===== src/srt_pkg.sv =====
// ----------------------------------------------------------------------------
// srt_pkg
// Types, codes and helpers shared by the survey request tracker.
// ----------------------------------------------------------------------------
`default_nettype none

package srt_pkg;

	localparam int unsigned ID_W       = 32;
	localparam int unsigned DEADLINE_W = 31;
	localparam int unsigned CFG_DATA_W = 32;

	localparam logic [ID_W-1:0]       ID_TOP_BIT     = 32'h8000_0000;
	localparam logic [DEADLINE_W-1:0] DEADLINE_RESET = 31'd1000;
	localparam logic [ID_W-1:0]       ID_RESET       = '0;

	// Event codes carried in the func field.
	localparam logic [2:0] FN_START   = 3'd0;
	localparam logic [2:0] FN_SEND    = 3'd1;
	localparam logic [2:0] FN_RECV    = 3'd2;
	localparam logic [2:0] FN_TIMEOUT = 3'd3;
	localparam logic [2:0] FN_TSTOP   = 3'd4;
	localparam logic [2:0] FN_STOP    = 3'd5;
	localparam logic [2:0] FN_QUERY   = 3'd6;

	// Status codes of a result.
	localparam logic [2:0] ST_OK       = 3'd0;
	localparam logic [2:0] ST_BLOCK    = 3'd1;
	localparam logic [2:0] ST_TIMEDOUT = 3'd2;
	localparam logic [2:0] ST_NOSURVEY = 3'd3;
	localparam logic [2:0] ST_STALE    = 3'd4;
	localparam logic [2:0] ST_BAD      = 3'd5;

	// Timer commands.
	localparam logic [1:0] TC_NONE  = 2'd0;
	localparam logic [1:0] TC_START = 2'd1;
	localparam logic [1:0] TC_STOP  = 2'd2;

	typedef enum logic [0:0] {
		CFG_DEADLINE = 1'b0,
		CFG_INIT_ID  = 1'b1
	} cfg_index_t;

	typedef enum logic [2:0] {
		S_IDLE       = 3'd0,
		S_PASSIVE    = 3'd1,
		S_ACTIVE     = 3'd2,
		S_CANCELLING = 3'd3,
		S_STOP_TIMER = 3'd4,
		S_STOPPING   = 3'd5
	} fsm_state_t;

	typedef struct packed {
		logic [2:0]      func;
		logic            lower_can_send;
		logic            lower_readable;
		logic            response_present;
		logic            response_header_ok;
		logic [ID_W-1:0] response_id;
		logic            timer_idle;
	} srt_req_t;

	typedef struct packed {
		logic [2:0]            status;
		logic [ID_W-1:0]       survey_tag;
		logic                  transmit;
		logic [1:0]            timer_command;
		logic [DEADLINE_W-1:0] timer_delay;
		logic                  in_progress;
		logic                  readable_hint;
		logic                  stopped;
	} srt_rsp_t;

	// A survey is running, being cancelled, or waiting for its timer to stop.
	function automatic logic srt_busy(input fsm_state_t s);
		return (s == S_ACTIVE) || (s == S_CANCELLING) || (s == S_STOP_TIMER);
	endfunction

	function automatic logic [ID_W-1:0] srt_next_id(input logic [ID_W-1:0] id);
		return (id + ID_W'(1)) | ID_TOP_BIT;
	endfunction

endpackage

`default_nettype wire


===== src/survey_request_tracker.sv =====
// ----------------------------------------------------------------------------
// survey_request_tracker
// Control of a surveyor keeping one survey outstanding at a time.
// ----------------------------------------------------------------------------
// Events arrive on the req channel (valid/stall), one transaction per event,
// and each produces exactly one result transaction on the rsp channel.
// An event is captured in an input register, evaluated against the tracker
// state in combinational logic, and its result lands in an output register;
// rsp_valid rises when the output register loads it, and one event is
// taken every cycle while the receiver keeps rsp_stall low. When the receiver
// stalls, the result holds in the output register and one more event can
// sit in the input register; after that req_stall rises until the result
// is taken. The cfg channel writes the deadline (index 0) and the starting
// survey ID (index 1, which also loads the current ID); it is always ready,
// but must be written only while no event is in flight; the tracker does
// not enforce this. Reset empties both registers and returns the tracker
// to idle with a deadline of 1000 ticks, a survey ID of zero and no pending timeout.
// ----------------------------------------------------------------------------
`default_nettype none

module survey_request_tracker
	import srt_pkg::*;
(
	input  wire logic                  clk,
	input  wire logic                  arst_n,
	input  wire logic                  req_valid,
	output logic                       req_stall,
	input  wire srt_req_t              req,
	output logic                       rsp_valid,
	input  wire logic                  rsp_stall,
	output srt_rsp_t                   rsp,
	input  wire logic                  cfg_valid,
	output logic                       cfg_ready,
	input  wire cfg_index_t            cfg_index,
	input  wire logic [CFG_DATA_W-1:0] cfg_data
);

	srt_req_t              req_s1;
	logic                  req_v_s1;
	srt_rsp_t              rsp_s2;
	logic                  rsp_v_s2;
	fsm_state_t            state_q;
	fsm_state_t            state_d;
	logic [ID_W-1:0]       cur_id_q;
	logic [ID_W-1:0]       cur_id_d;
	logic                  tmo_flag_q;
	logic                  tmo_flag_d;
	logic [DEADLINE_W-1:0] deadline_q;
	logic                  advance;
	logic                  cfg_wr;
	logic                  busy_now;
	srt_rsp_t              result;

	assign cfg_ready = 1'b1;
	assign cfg_wr    = cfg_valid && cfg_ready;
	assign advance   = req_v_s1 && (!rsp_v_s2 || !rsp_stall);
	assign req_stall = req_v_s1 && !advance;
	assign rsp_valid = rsp_v_s2;
	assign rsp       = rsp_s2;
	assign busy_now  = srt_busy(state_q);

	// Next state.
	always_comb begin
		state_d = state_q;
		unique case (req_s1.func)
			FN_START: begin
				if (state_q == S_IDLE) begin
					state_d = S_PASSIVE;
				end
			end
			FN_SEND: begin
				if (busy_now) begin
					if (req_s1.lower_can_send) begin
						state_d = S_CANCELLING;
					end
				end else if (state_q == S_PASSIVE) begin
					state_d = S_ACTIVE;
				end
			end
			FN_TIMEOUT, FN_TSTOP: begin
				if (state_q == S_STOPPING) begin
					if (req_s1.timer_idle) begin
						state_d = S_IDLE;
					end
				end else if (req_s1.func == FN_TIMEOUT && state_q == S_ACTIVE) begin
					state_d = S_STOP_TIMER;
				end else if (req_s1.func == FN_TSTOP && state_q == S_CANCELLING) begin
					state_d = S_ACTIVE;
				end else if (req_s1.func == FN_TSTOP && state_q == S_STOP_TIMER) begin
					state_d = S_PASSIVE;
				end
			end
			FN_STOP: begin
				if (state_q != S_IDLE && state_q != S_STOPPING) begin
					state_d = req_s1.timer_idle ? S_IDLE : S_STOPPING;
				end
			end
			default: begin
				state_d = state_q;
			end
		endcase
	end

	// Result fields, survey ID and timeout flag.
	always_comb begin
		result               = '0;
		result.status        = ST_OK;
		result.timer_command = TC_NONE;
		cur_id_d             = cur_id_q;
		tmo_flag_d           = tmo_flag_q;
		unique case (req_s1.func)
			FN_START: begin
				if (state_q != S_IDLE) begin
					result.status = ST_BAD;
				end
			end
			FN_SEND: begin
				if (busy_now) begin
					cur_id_d = srt_next_id(cur_id_q);
					if (!req_s1.lower_can_send) begin
						result.status = ST_BLOCK;
					end else if (state_q == S_ACTIVE) begin
						result.timer_command = TC_STOP;
					end
				end else if (state_q == S_PASSIVE) begin
					cur_id_d             = srt_next_id(cur_id_q);
					result.transmit      = 1'b1;
					result.timer_command = TC_START;
				end else begin
					result.status = ST_BAD;
				end
			end
			FN_RECV: begin
				if (!busy_now) begin
					if (tmo_flag_q) begin
						tmo_flag_d    = 1'b0;
						result.status = ST_TIMEDOUT;
					end else begin
						result.status = ST_NOSURVEY;
					end
				end else if (!req_s1.response_present) begin
					result.status = ST_BLOCK;
				end else if (!req_s1.response_header_ok ||
						req_s1.response_id != cur_id_q) begin
					result.status = ST_STALE;
				end
			end
			FN_TIMEOUT, FN_TSTOP: begin
				if (state_q == S_STOPPING) begin
					result.stopped = req_s1.timer_idle;
				end else if (req_s1.func == FN_TIMEOUT && state_q == S_ACTIVE) begin
					result.timer_command = TC_STOP;
					tmo_flag_d           = 1'b1;
				end else if (req_s1.func == FN_TSTOP && state_q == S_CANCELLING) begin
					result.transmit      = 1'b1;
					result.timer_command = TC_START;
				end else if (!(req_s1.func == FN_TSTOP && state_q == S_STOP_TIMER)) begin
					result.status = ST_BAD;
				end
			end
			FN_STOP: begin
				if (state_q == S_IDLE || state_q == S_STOPPING) begin
					result.status = ST_BAD;
				end else begin
					result.timer_command = TC_STOP;
					result.stopped       = req_s1.timer_idle;
				end
			end
			FN_QUERY: begin
				result.readable_hint = req_s1.lower_readable || !busy_now;
			end
			default: begin
				result.status = ST_BAD;
			end
		endcase
		result.survey_tag  = cur_id_d;
		result.timer_delay = (result.timer_command == TC_START) ? deadline_q : '0;
		result.in_progress = srt_busy(state_d);
	end

	always_ff @(posedge clk or negedge arst_n) begin
		if (!arst_n) begin
			req_v_s1   <= 1'b0;
			rsp_v_s2   <= 1'b0;
			state_q    <= S_IDLE;
			cur_id_q   <= ID_RESET;
			tmo_flag_q <= 1'b0;
			deadline_q <= DEADLINE_RESET;
		end else begin
			if (req_valid && !req_stall) begin
				req_v_s1 <= 1'b1;
			end else if (advance) begin
				req_v_s1 <= 1'b0;
			end
			if (advance) begin
				rsp_v_s2   <= 1'b1;
				state_q    <= state_d;
				cur_id_q   <= cur_id_d;
				tmo_flag_q <= tmo_flag_d;
			end else if (!rsp_stall) begin
				rsp_v_s2 <= 1'b0;
			end
			if (cfg_wr) begin
				unique case (cfg_index)
					CFG_DEADLINE: begin
						deadline_q <= cfg_data[DEADLINE_W-1:0];
					end
					CFG_INIT_ID: begin
						cur_id_q <= cfg_data[ID_W-1:0];
					end
					default: begin
						deadline_q <= deadline_q;
					end
				endcase
			end
		end
	end

	always_ff @(posedge clk) begin
		if (req_valid && !req_stall) begin
			req_s1 <= req;
		end
		if (advance) begin
			rsp_s2 <= result;
		end
	end

`ifndef SYNTHESIS
	a_bad_keeps_state: assert property (@(posedge clk) disable iff (!arst_n)
		(advance && result.status == ST_BAD && !cfg_wr)
		|=> ($stable(state_q) && $stable(cur_id_q)))
		else $error("bad event changed tracker state");

	a_transmit_active: assert property (@(posedge clk) disable iff (!arst_n)
		(advance && result.transmit) |=> (state_q == S_ACTIVE && rsp.transmit))
		else $error("transmit without entering active");

	a_stopped_idle: assert property (@(posedge clk) disable iff (!arst_n)
		(advance && result.stopped) |=> (state_q == S_IDLE && !rsp.in_progress))
		else $error("shutdown did not return to idle");

	a_stall_full: assert property (@(posedge clk) disable iff (!arst_n)
		req_stall |-> (req_v_s1 && rsp_v_s2 && rsp_stall))
		else $error("input stalled with room in the pipeline");
`endif

endmodule

`default_nettype wire

===== config.mk =====
export PLATFORM = sky130hd
export DESIGN_NAME = survey_request_tracker
export DESIGN_NICKNAME = d
export VERILOG_FILES = /design/src/srt_pkg.sv /design/src/survey_request_tracker.sv
export SDC_FILE = /design/constraint.sdc
export NUM_CORES = 1
export LEC_CHECK = 0
export CAP_MARGIN = 20
export CORE_AREA = 2 2 115 117
export CTS_BUF_LIST = sky130_fd_sc_hd__clkbuf_16
export CTS_CLUSTER_SIZE = 30
export DETAILED_ROUTE_END_ITERATION = 12
export DIE_AREA = 0 0 117 119
export DONT_BUFFER_PORTS = 1
export PLACE_DENSITY = 0.79
export SYNTH_ARGS = -nofsm -noshare
export SYNTH_HDL_FRONTEND = slang
export SYNTH_SLANG_ARGS = --single-unit

===== constraint.sdc =====
create_clock -name clk -period 7.8 [get_ports clk]
set_input_delay 0.78 -clock clk [delete_from_list [all_inputs] [get_ports clk]]
set_output_delay 0.78 -clock clk [all_outputs]
set_load 0.1 [all_outputs]

==> results of run 1 <==
## cell type report
type / count / area share [%]
Clock buffer: 18 / 4.98
Timing Repair Buffer: 4 / 0.332
Multi-Input combinational cell: 444 / 33.8
Clock inverter: 14 / 1.74
Sequential cell: 181 / 56.3
Inverter: 7 / 0.304
Tap cell: 176 / 2.43
Antenna cell: 3 / 0.0829
## worst reg2reg max path: stages (launching register included)
cell	delay, ns
dfrtp_1	0.97
a21bo_2	0.46
clkinv_2	0.64
buf_4	0.60
nand3_1	0.20
xnor2_1	0.07
mux2_2	0.27
## routing by layer
| layer | vias up | track usage, % | share of wire (%) |
|---|---|---|---|
| met3 | 28 | 8.65 | 8.6 |
| met5 | - | 0 | 0 |
| li1 | 2407 | - | - |
| met1 | 2536 | 37.8 | 42 |
| met4 | 0 | 9.56 | 1.6 |
| met2 | 213 | 38.9 | 48 |
## cell families after synthesis
logic type | after synthesis | share of synthesized area (%)
AO/OA/AOI/OAI | 95 | 7.44
adder cells (fa/ha/maj) | 1 | 0.149
buffers and inverters | 60 | 3.16
multiplexers | 36 | 4.80
XOR/XNOR | 92 | 9.57
AND/OR/NAND/NOR | 219 | 14.3
flip-flops | 181 | 60.5
other | 1 | 0.0445
## registers in the layout, summed over array words and instances, names as in the netlist
name	cells
cur_id_q	32
deadline_q	31
req_s1	40
req_v_s1	1
rsp	72
rsp_valid	1
state_q	3
tmo_flag_q	1
## power groups by stage
stage	Sequential, mW	Combinational (mW)	Clock, mW
finish	1.56	0.317	0.878
global route	1.58	0.351	0.928
CTS	1.56	0.316	0.890
detailed placement	1.58	0.314	0
global placement	1.58	0.304	0
floorplan	1.50	0.318	0
## path summary, 6_finish.rpt
path                                         endpoint             startpoint  cells after the start
max                            cur_id_q[12]$_DFF_PN0_  rsp_valid$_DFFE_PN0P_                      6
min in group clk                  req_s1[6]$_DFFE_PP_                 req[6]                      0
max in group asynchronous   deadline_q[3]$_DFFE_PN1P_                 arst_n                      0
min                        deadline_q[19]$_DFFE_PN0P_                 arst_n                      0
max reg2reg                    cur_id_q[12]$_DFF_PN0_  rsp_valid$_DFFE_PN0P_                      6
min reg2reg                     rsp_valid$_DFFE_PN0P_   req_v_s1$_DFFE_PN0P_                      1
## synth_stat cells (2+ instances only)
| master | instances | area [sq um] |
|---|---|---|
| xor2_1 | 60 | 526 |
| nand3_1 | 27 | 135 |
| buf_6 | 4 | 45.0 |
| o221ai_1 | 2 | 17.5 |
| o21ai_0 | 18 | 90.1 |
| and4_1 | 6 | 52.6 |
| dfstp_2 | 6 | 158 |
| a211oi_1 | 5 | 37.5 |
| a21oi_1 | 39 | 195 |
| nor4_1 | 12 | 75.1 |
| or3b_1 | 2 | 17.5 |
| mux2_2 | 35 | 394 |
| dfrtp_1 | 63 | 1580 |
| nor2_1 | 45 | 169 |
| buf_1 | 4 | 15.0 |
| inv_1 | 7 | 26.3 |
| nand3b_1 | 2 | 15.0 |
| nand4_1 | 20 | 125 |
| nand2_1 | 28 | 105 |
| a31oi_1 | 3 | 18.8 |
| nor3_1 | 6 | 30.0 |
| edfxtp_1 | 112 | 3360 |
| nand2b_1 | 8 | 50.1 |
| xnor2_1 | 32 | 280 |
| a2111oi_4 | 2 | 55.1 |
| and3b_1 | 3 | 26.3 |
| nor2b_1 | 5 | 31.3 |
| o211ai_1 | 2 | 15.0 |
| a211o_1 | 5 | 43.8 |
| and2_1 | 37 | 231 |
| a21o_1 | 2 | 15.0 |
| buf_2 | 6 | 30.0 |
| and3_1 | 8 | 50.1 |
| clkbuf_1 | 38 | 143 |
| nor4bb_1 | 2 | 20.0 |
| o22ai_1 | 2 | 12.5 |
| nor3b_1 | 2 | 15.0 |
## per-stage QoR
step           cell area (sq um)  util [%]
2_1_floorplan               8420         -
3_3_place_gp                8440      65.5
3_5_place_dp                8440      65.5
4_1_cts                     9040      70.2
5_1_grt                     9050      70.3
6_report                    9050      70.3
==> flow_summary_export.csv, run 1 <==
group,metric,value,unit
clock_network,cts_setup_buffers,0,
logic_synthesis,synth_edf_count,112,
final_layout,areaGrowthSynthToFinish,7.49,%
final_layout,final_common_cell,"edfxtp_1",
setup_path,crit_path_start_kind,"flop",
logic_synthesis,syn-num-nets,764,
clock_network,cts_made_buffers,17,
global_route,grt_pass1_wl,27.6,mm
hold_path,min_path_type,"in -> async",
logic_synthesis,synth_ff_type,"edfxtp_1",
global_route,overflow,0,
logic_synthesis,syn_area,8420,sq um
die,die-area,13900,sq um
power,pwr-share-seq,56.7,%
logic_synthesis,synthCells,685,
setup_path,r2r_slack,4.49,ns
final_layout,drive_gt1_share,12.6,%
logic_synthesis,ys_seq_area_share,60.5,%
clock_network,insertion_delay,0.43,ns
sta,fin_skew,0.00733,ns
setup_path,cp-end-kind,"flop",
die,initial_core_util,65.4,%
logic_synthesis,synthDistinctLibCells,62,
setup_path,crit_buf_inv,2,
clock_network,path_clk_slew,0.07,ns
sta,hold_viol,0,
power,vdd_ir_drop_max,0.144,mV
detailed_routing,wl,17.4,mm
global_route,grt_max_degree,70,
detailed_routing,drt-initial-drc-count,403,
clock_network,htree_num_levels,4,
clock_network,cts_root_buf,"clkbuf_16",
sta,setup_viol,0,
power,power_switching,947,uW
die,fp.dieW,117,microns
setup_path,cpMaxStageDelayCell,"dfrtp_1",
detailed_routing,vias,5184,
placement,place_inst,812,
clock_network,clock_sinks,181,
sta,rsz0062_at_grt,"false",
power,combinationalPowerShare,11.5,%
setup_path,arrival,3.63,ns
run,drv_cap,0,
global_route,grt_pass1_vias,5085,
sta,fmax,0.303,GHz
sta,max-slew-margin-rel,33.4,%
power,sw_frac_of_total,34.3,%
sta,finalCritPeriodShare,42.4,%
final_layout,multi_input_area,3060,sq um
clock_network,cts_tree,"yes",
detailed_routing,vias_per_cell,6.12,
logic_synthesis,synth.avg_cell_area,12.3,sq um
logic_synthesis,ys_seq_elements,181,
placement,pre_cts_slack,4.51,ns
detailed_routing,postRouteAntennaNets,0,
placement,routabilityCongestion,0.888,
setup_path,cp_top_family,"buffers and inverters",
detailed_routing,drcViolationCount,0,
final_layout,fin_cells,847,
final_layout,register_area,5100,sq um
detailed_routing,drtPass1Iterations,5,
setup_path,required,8.12,ns
power,clkPwrFrac,31.8,%
setup_path,crit_chain,"a21bo_2 -> clkinv_2 -> buf_4 -> nand3_1 -> xnor2_1 -> mux2_2",
sta,drv_slew,0,
die,core_area,12900,sq um
final_layout,layout.nets,734,
die,std_cell_rows,42,
status,outcome,"complete, no violations",
power,p_int,1.81,mW
placement,numPortBuffers,0,
logic_synthesis,yosys_warnings,0,
setup_path,crit_fanout,54,
die,io_pins,153,
clock_network,cts_hold_buf,0,
clock_network,ctsResizeCount,0,
sta,tns,0,ns
setup_path,worstSetupPathType,"reg -> reg",
die,die_h,119,microns
placement,hpwl,12.0,mm
sta,finalHoldWorstSlack,0.0370,ns
global_route,antenna_found_initial,2,
final_layout,fillerInstances,912,
detailed_routing,wl_per_cell,20.5,microns
power,power_leakage,3.22,nW
power,powerDensity,305,nW/um^2
power,finalPower,2.76,mW
global_route,track_usage,26.7,%
clock_network,clockBufferDepth,2,
setup_path,cp_slowest_stage_delay,0.97,ns
logic_synthesis,async_flop_share,38.1,%
sta,setup_slack,4.49,ns
sta,worstMarginPinSlew,1.00,ns
final_layout,layout_common_cells,"112 x edfxtp_1, 63 x dfrtp_1, 60 x xor2_1, 45 x nor2_1, 39 x a21oi_1",
sta,min_period,3.31,ns
(Power assumes the default switching activity.)
==> run 2: changes to the inputs <==
--- a/config.mk
+++ b/config.mk
@@ -5,14 +5,15 @@
 export SDC_FILE = /design/constraint.sdc
 export NUM_CORES = 1
 export LEC_CHECK = 0
+export ABC_AREA = 1
 export CAP_MARGIN = 20
-export CORE_AREA = 2 2 115 117
+export CORE_AREA = 2 2 124 126
 export CTS_BUF_LIST = sky130_fd_sc_hd__clkbuf_16
 export CTS_CLUSTER_SIZE = 30
 export DETAILED_ROUTE_END_ITERATION = 12
-export DIE_AREA = 0 0 117 119
+export DIE_AREA = 0 0 126 128
 export DONT_BUFFER_PORTS = 1
-export PLACE_DENSITY = 0.79
+export PLACE_DENSITY = 0.71
 export SYNTH_ARGS = -nofsm -noshare
 export SYNTH_HDL_FRONTEND = slang
 export SYNTH_SLANG_ARGS = --single-unit
==> constraint.sdc (replaced) <==
create_clock -name clk -period 2.9 [get_ports clk]
set_input_delay 0.29 -clock clk [delete_from_list [all_inputs] [get_ports clk]]
set_output_delay 0.29 -clock clk [all_outputs]
set_load 0.1 [all_outputs]
==> flow_summary_export.csv, run 2 <==
group,metric,value,unit
detailed_routing,drtPass1Iterations,7,
placement,hpwl,14.0,mm
logic_synthesis,syn-num-nets,963,
logic_synthesis,syn_area,8340,sq um
sta,drv_slew,0,
setup_path,required,3.09,ns
global_route,grt_pass1_wl,32.0,mm
logic_synthesis,synthTopCellsByCount,"197 x nand2_1, 115 x inv_1, 112 x edfxtp_1",
global_route,track_usage,25.9,%
clock_network,cts_root_buf,"clkbuf_16",
final_layout,drive_gt1_share,8.61,%
setup_path,cp_top_family,"simple AND/OR/NAND/NOR gates",
die,die-area,16100,sq um
logic_synthesis,synth_area_leader_cell,"edfxtp_1",
setup_path,cpMaxStageDelayCell,"edfxtp_1",
detailed_routing,drcViolationCount,0,
sta,finalCritPeriodShare,67.6,%
setup_path,worstSetupPathType,"reg -> reg",
clock_network,ctsResizeCount,0,
final_layout,largest_reg_flops,72,
setup_path,r2r_cells,7,
detailed_routing,vias_per_cell,5.42,
clock_network,cts_setup_buffers,0,
detailed_routing,postRouteAntennaNets,0,
final_layout,final_common_cell,"nand2_1",
logic_synthesis,synth_ff_type,"edfxtp_1",
clock_network,cts_tree,"yes",
global_route,antenna_found_initial,0,
clock_network,htree_num_levels,4,
logic_synthesis,yosysMostFrequentCell,"nand2_1",
sta,worstMarginPinSlew,0.957,ns
global_route,overflow,0,
hold_path,holdPathEnd,"deadline_q[5]$_DFFE_PN1P_",
setup_path,arrival,2.15,ns
hold_path,min_path_type,"in -> reg",
final_layout,layout.nets,1030,
setup_path,r2r_end,"rsp[59]$_DFFE_PP_",
logic_synthesis,async_flop_share,38.1,%
sta,fin_skew,0.00941,ns
final_layout,areaGrowthSynthToFinish,17.0,%
die,die_h,128,microns
sta,setup_viol,0,
setup_path,r2r_slack,0.94,ns
logic_synthesis,yosys_warnings,0,
logic_synthesis,synth_area_leaders,"edfxtp_1 40%, dfrtp_1 19%, nand2_1 8.9%",
die,core_area,14900,sq um
sta,fmax,0.510,GHz
status,outcome,"complete, no violations",
detailed_routing,vias,6248,
placement,routabilityCongestion,0.945,
hold_path,hold_start,"cfg_data[5]",
final_layout,layout_common_cells,"196 x nand2_1, 117 x inv_1, 112 x edfxtp_1, 105 x nor2_1, 63 x dfrtp_1",
setup_path,rr_startpoint,"req_s1[39]$_DFFE_PP_",
global_route,grt_pass1_vias,6071,
global_route,grt_max_degree,70,
logic_synthesis,ys_seq_area_share,61.1,%
die,fp.dieW,126,microns
logic_synthesis,synth.avg_cell_area,9.44,sq um
detailed_routing,drt-initial-drc-count,571,
logic_synthesis,synthDistinctLibCells,45,
clock_network,clockBufferDepth,2,
die,io_pins,153,
sta,rsz0062_at_grt,"false",
die,std_cell_rows,45,
logic_synthesis,synthCells,884,
placement,numPortBuffers,0,
logic_synthesis,yosys.area.top_type_share,40.3,%
setup_path,cp-end-kind,"flop",
sta,tns,0,ns
clock_network,clock_sinks,181,
logic_synthesis,synth_edf_count,112,
power,powerDensity,820,nW/um^2
hold_path,holdPathStages,2,
sta,min_period,1.96,ns
setup_path,cp_slowest_stage_delay,0.46,ns
setup_path,crit_fanout,10,
detailed_routing,wl_per_cell,17.4,microns
clock_network,cts_made_buffers,17,
power,vdd_ir_drop_max,0.561,mV
die,initial_core_util,56.1,%
sta,hold_viol,0,
setup_path,critPathLaunch,"req_s1[39]$_DFFE_PP_",
setup_path,crit_path_start_kind,"flop",
sta,max-slew-margin-rel,36.4,%
final_layout,final_util,65.7,%
logic_synthesis,ys_seq_elements,181,
run,drv_cap,0,
setup_path,crit_chain,"inv_1 -> nand2_2 -> nor2_8 -> nand2_4 -> nor2_4 -> nand4_1 -> and2_1",
setup_path,crit_buf_inv,1,
detailed_routing,wl,20.1,mm
clock_network,insertion_delay,0.43,ns
power,power_leakage,4.27,nW
sta,finalHoldWorstSlack,0.00351,ns
final_layout,diodes,0,
clock_network,path_clk_slew,0.07,ns
run 2: changes by cell type after synthesis, sizes merged, moves of 20 or more:
cell    delta
a21oi     +23
nor2      +73
inv      +112
nand2    +179
nand3     +20
and2      -36
xnor2     -28
clkbuf    -21
mux2      -35
xor2      -38
o21ai     +31
run 2: worst max path at each step:
stage,to,depth (start not counted),slack [ns]
floorplan,req_s1[0]$_DFFE_PP_,5,0.1
global placement,rsp[2]$_DFFE_PP_,8,0.96
detailed placement,rsp[59]$_DFFE_PP_,7,0.94
CTS,rsp[59]$_DFFE_PP_,7,0.93
global route,cur_id_q[5]$_DFF_PN0_,8,0.76
finish,rsp[59]$_DFFE_PP_,7,0.94
run 2: kinds of logic after synthesis:
family | after synthesis | synth area share (%)
other cells | 1 | 0.0449
fa+ha+maj | 1 | 0.150
compound gates | 119 | 7.41
buf+inv | 144 | 6.67
xor+xnor | 26 | 2.82
flops | 181 | 61.1
simple gates | 412 | 21.8
run 2: layout make-up:
class | count | area (sq um)
clock buffer | 17 | 425
clock inverter | 15 | 115
fill | 1221 | 5100
inverter | 121 | 454
multi-input combinational | 559 | 2710
sequential | 181 | 5100
tap | 188 | 235
timing repair buffer | 71 | 721
run 2: stage by stage:
stage,cell area [sq um],std cells,setup WS [ns],power (mW)
detailed placement,8600,1061,0.942,5.80
finish,9760,1152,0.939,8.01
global route,9760,1152,0.755,8.36
CTS,9740,1151,0.929,8.03
global placement,8600,1061,0.957,5.78
floorplan,8350,884,0.0956,5.41
run 2: what timing repair did:
action,CTS,global route
hold buffers,58,0
endpoints found under the setup margin,0,0
endpoints found under the hold margin,127,0
run 2: power by group:
part           total (mW)  internal [mW]  switching, mW
sequential           4.49           3.20           1.28
combinational        1.38          0.451          0.928
clock                2.14           1.17          0.972
run 2: metal layers:
layer | wire length, microns | part of all wire [%] | track usage (%) | vias up
met5 | 0 | 0 | 0 | -
met4 | 361 | 1.8 | 8.73 | 0
met3 | 1310 | 6.5 | 6.55 | 27
met2 | 10100 | 50 | 43.6 | 223
met1 | 8280 | 41 | 33.0 | 2976
li1 | - | - | - | 3022
run 2: worst register-to-register path, delay by kind of cell (launching register included):
family	cells	cell delay, ns
simple gates	6	1.14
flops	1	0.46
buf+inv	1	0.12
==> run 3: changes to the inputs <==
--- a/config.mk
+++ b/config.mk
@@ -7,13 +7,13 @@
 export LEC_CHECK = 0
 export ABC_AREA = 1
 export CAP_MARGIN = 20
-export CORE_AREA = 2 2 124 126
+export CORE_AREA = 2 2 119 121
 export CTS_BUF_LIST = sky130_fd_sc_hd__clkbuf_16
 export CTS_CLUSTER_SIZE = 30
 export DETAILED_ROUTE_END_ITERATION = 12
-export DIE_AREA = 0 0 126 128
+export DIE_AREA = 0 0 121 123
 export DONT_BUFFER_PORTS = 1
-export PLACE_DENSITY = 0.71
+export PLACE_DENSITY = 0.73
 export SYNTH_ARGS = -nofsm -noshare
 export SYNTH_HDL_FRONTEND = slang
 export SYNTH_SLANG_ARGS = --single-unit
==> constraint.sdc (replaced) <==
create_clock -name clk -period 2 [get_ports clk]
set_input_delay 0.2 -clock clk [delete_from_list [all_inputs] [get_ports clk]]
set_output_delay 0.2 -clock clk [all_outputs]
set_load 0.1 [all_outputs]
==> flow_summary_export.csv, run 3 (same netlist as run 2, synthesis figures left out) <==
group,metric,value,unit
die,initial_core_util,61.3,%
setup_path,worstSetupPathType,"reg -> reg",
clock_network,cts_tree,"yes",
final_layout,areaGrowthSynthToFinish,27.4,%
global_route,track_usage,30.0,%
hold_path,hold_start,"cfg_data[30]",
setup_path,arrival,2.20,ns
power,powerDensity,1150,nW/um^2
final_layout,multi_input_area,2730,sq um
global_route,overflow,0,
setup_path,r2r_cells,10,
setup_path,r2r_end,"cur_id_q[18]$_DFF_PN0_",
power,power_leakage,4.75,nW
power,vdd_ir_drop_max,0.622,mV
final_layout,fillerInstances,896,
sta,setup_viol,0,
placement,routabilityCongestion,0.891,
final_layout,final_util,78.1,%
detailed_routing,vias,6965,
clock_network,clockBufferDepth,2,
placement,numPortBuffers,0,
setup_path,cp-end-kind,"flop",
detailed_routing,postRouteAntennaNets,0,
global_route,grt_max_degree,70,
run,drv_cap,0,
setup_path,required,2.31,ns
hold_path,min_path_type,"in -> reg",
clock_network,cts_made_buffers,17,
die,std_cell_rows,43,
sta,hold_viol,0,
sta,finalCritPeriodShare,94.9,%
sta,min_period,1.90,ns
detailed_routing,wl_per_cell,17.6,microns
die,core_area,13600,sq um
sta,fmax,0.527,GHz
die,fp.dieW,121,microns
clock_network,clock_sinks,181,
final_layout,diodes,0,
final_layout,layout.nets,1126,
final_layout,register_area,5100,sq um
detailed_routing,drcViolationCount,0,
placement,postPlaceCellArea,9230,sq um
clock_network,insertion_delay,0.43,ns
die,die-area,14900,sq um
hold_path,holdPathStages,2,
die,die_h,123,microns
final_layout,final_area,10600,sq um
sta,fin_skew,0.00787,ns
final_layout,drive_gt1_share,15.9,%
clock_network,htree_num_levels,4,
setup_path,r2r_slack,0.10,ns
die,io_pins,153,
detailed_routing,wl,21.9,mm
final_layout,final_common_cell,"nand2_1",
detailed_routing,drtPass1Iterations,7,
detailed_routing,vias_per_cell,5.62,
final_layout,layout_common_cells,"193 x nand2_1, 115 x inv_1, 112 x edfxtp_1, 104 x nor2_1, 85 x buf_4",
setup_path,crit_path_start_kind,"flop",
clock_network,cts_root_buf,"clkbuf_16",
sta,worstMarginPinSlew,0.565,ns
detailed_routing,drt-initial-drc-count,811,
global_route,grt_pass1_wl,33.9,mm
global_route,antenna_found_initial,0,
sta,finalHoldWorstSlack,0.0233,ns
final_layout,largest_reg_flops,72,
hold_path,holdPathEnd,"cur_id_q[30]$_DFF_PN0_",
status,outcome,"complete, no violations",
sta,drv_slew,0,
placement,hpwl,14.2,mm
setup_path,rr_startpoint,"cur_id_q[1]$_DFF_PN0_",
global_route,grt_pass1_vias,6717,
clock_network,path_clk_slew,0.07,ns
power,finalPower,12.2,mW
setup_path,crit_fanout,5,
sta,max-slew-margin-rel,62.3,%
## run 3: cell count changes in the layout (fill, tap and decap cells not counted), sizes merged
cell	before	now
buf	14	92
bufinv	1	2
clkinv	10	9
dlygate4sd3	57	74
nor2	118	119
## run 3: per-stage QoR
step	instances	setup WS, ns	setup TNS [ns]
finish	1240	0.103	0
global route	1240	-0.00104	-0.00104
CTS	1236	0.102	0
detailed placement	1129	0.115	0
global placement	1129	0.159	0
floorplan	884	-0.353	-14.13
## run 3: layout make-up
cell class                      instances  share of cell area [%]
Sequential cell                       181                    48.0
Multi-Input combinational cell        560                    25.7
Tap cell                              180                    2.12
Inverter                              121                    4.31
Timing Repair Buffer                  166                    14.4
Clock buffer                           17                    4.00
Clock inverter                         15                    1.51
## run 3: worst max-delay path by stage
stage,start,end,slack (ns),cells after the start
after floorplan,rsp_valid$_DFFE_PN0P_,req_s1[0]$_DFFE_PP_,-0.35,5
after CTS,cur_id_q[1]$_DFF_PN0_,rsp[59]$_DFFE_PP_,0.10,7
after detailed placement,req_s1[39]$_DFFE_PP_,rsp[59]$_DFFE_PP_,0.11,7
after global routing,cur_id_q[14]$_DFF_PN0_,cur_id_q[21]$_DFF_PN0_,-0.001,11
after global placement,cur_id_q[1]$_DFF_PN0_,rsp[59]$_DFFE_PP_,0.16,7
final,cur_id_q[1]$_DFF_PN0_,cur_id_q[18]$_DFF_PN0_,0.10,10
## run 3: metal layers
metal	wire (microns)	track usage, %
met5	0	0
met1	8790	40.1
met3	1900	5.95
met2	10600	48.8
met4	540	12.1
## run 3: where the power goes
group / internal [mW] / total [mW] / switching [mW]
Combinational: 0.955 / 3.85 / 2.90
Clock: 1.85 / 3.31 / 1.46
Sequential: 4.63 / 5.06 / 0.432
Total: 7.43 / 12.2 / 4.79
## run 3: repair_timing
action | 4_1_cts | 5_1_grt
endpoints found under the hold margin | 169 | 0
gates resized for setup | 0 | 3
hold buffers | 75 | 0
setup endpoints to repair | 0 | 9
buffers inserted | 0 | 3
## run 3: worst max-delay path, stage by stage, from the launching register on
cell     delay [ns]
dfrtp_1        0.39
ha_1           0.18
nand3_1        0.12
nor2_2         0.19
nand3_2        0.19
nor2_2         0.28
nand2_1        0.09
nand2_1        0.07
nand2_1        0.08
nand2_1        0.09
a21oi_1        0.08
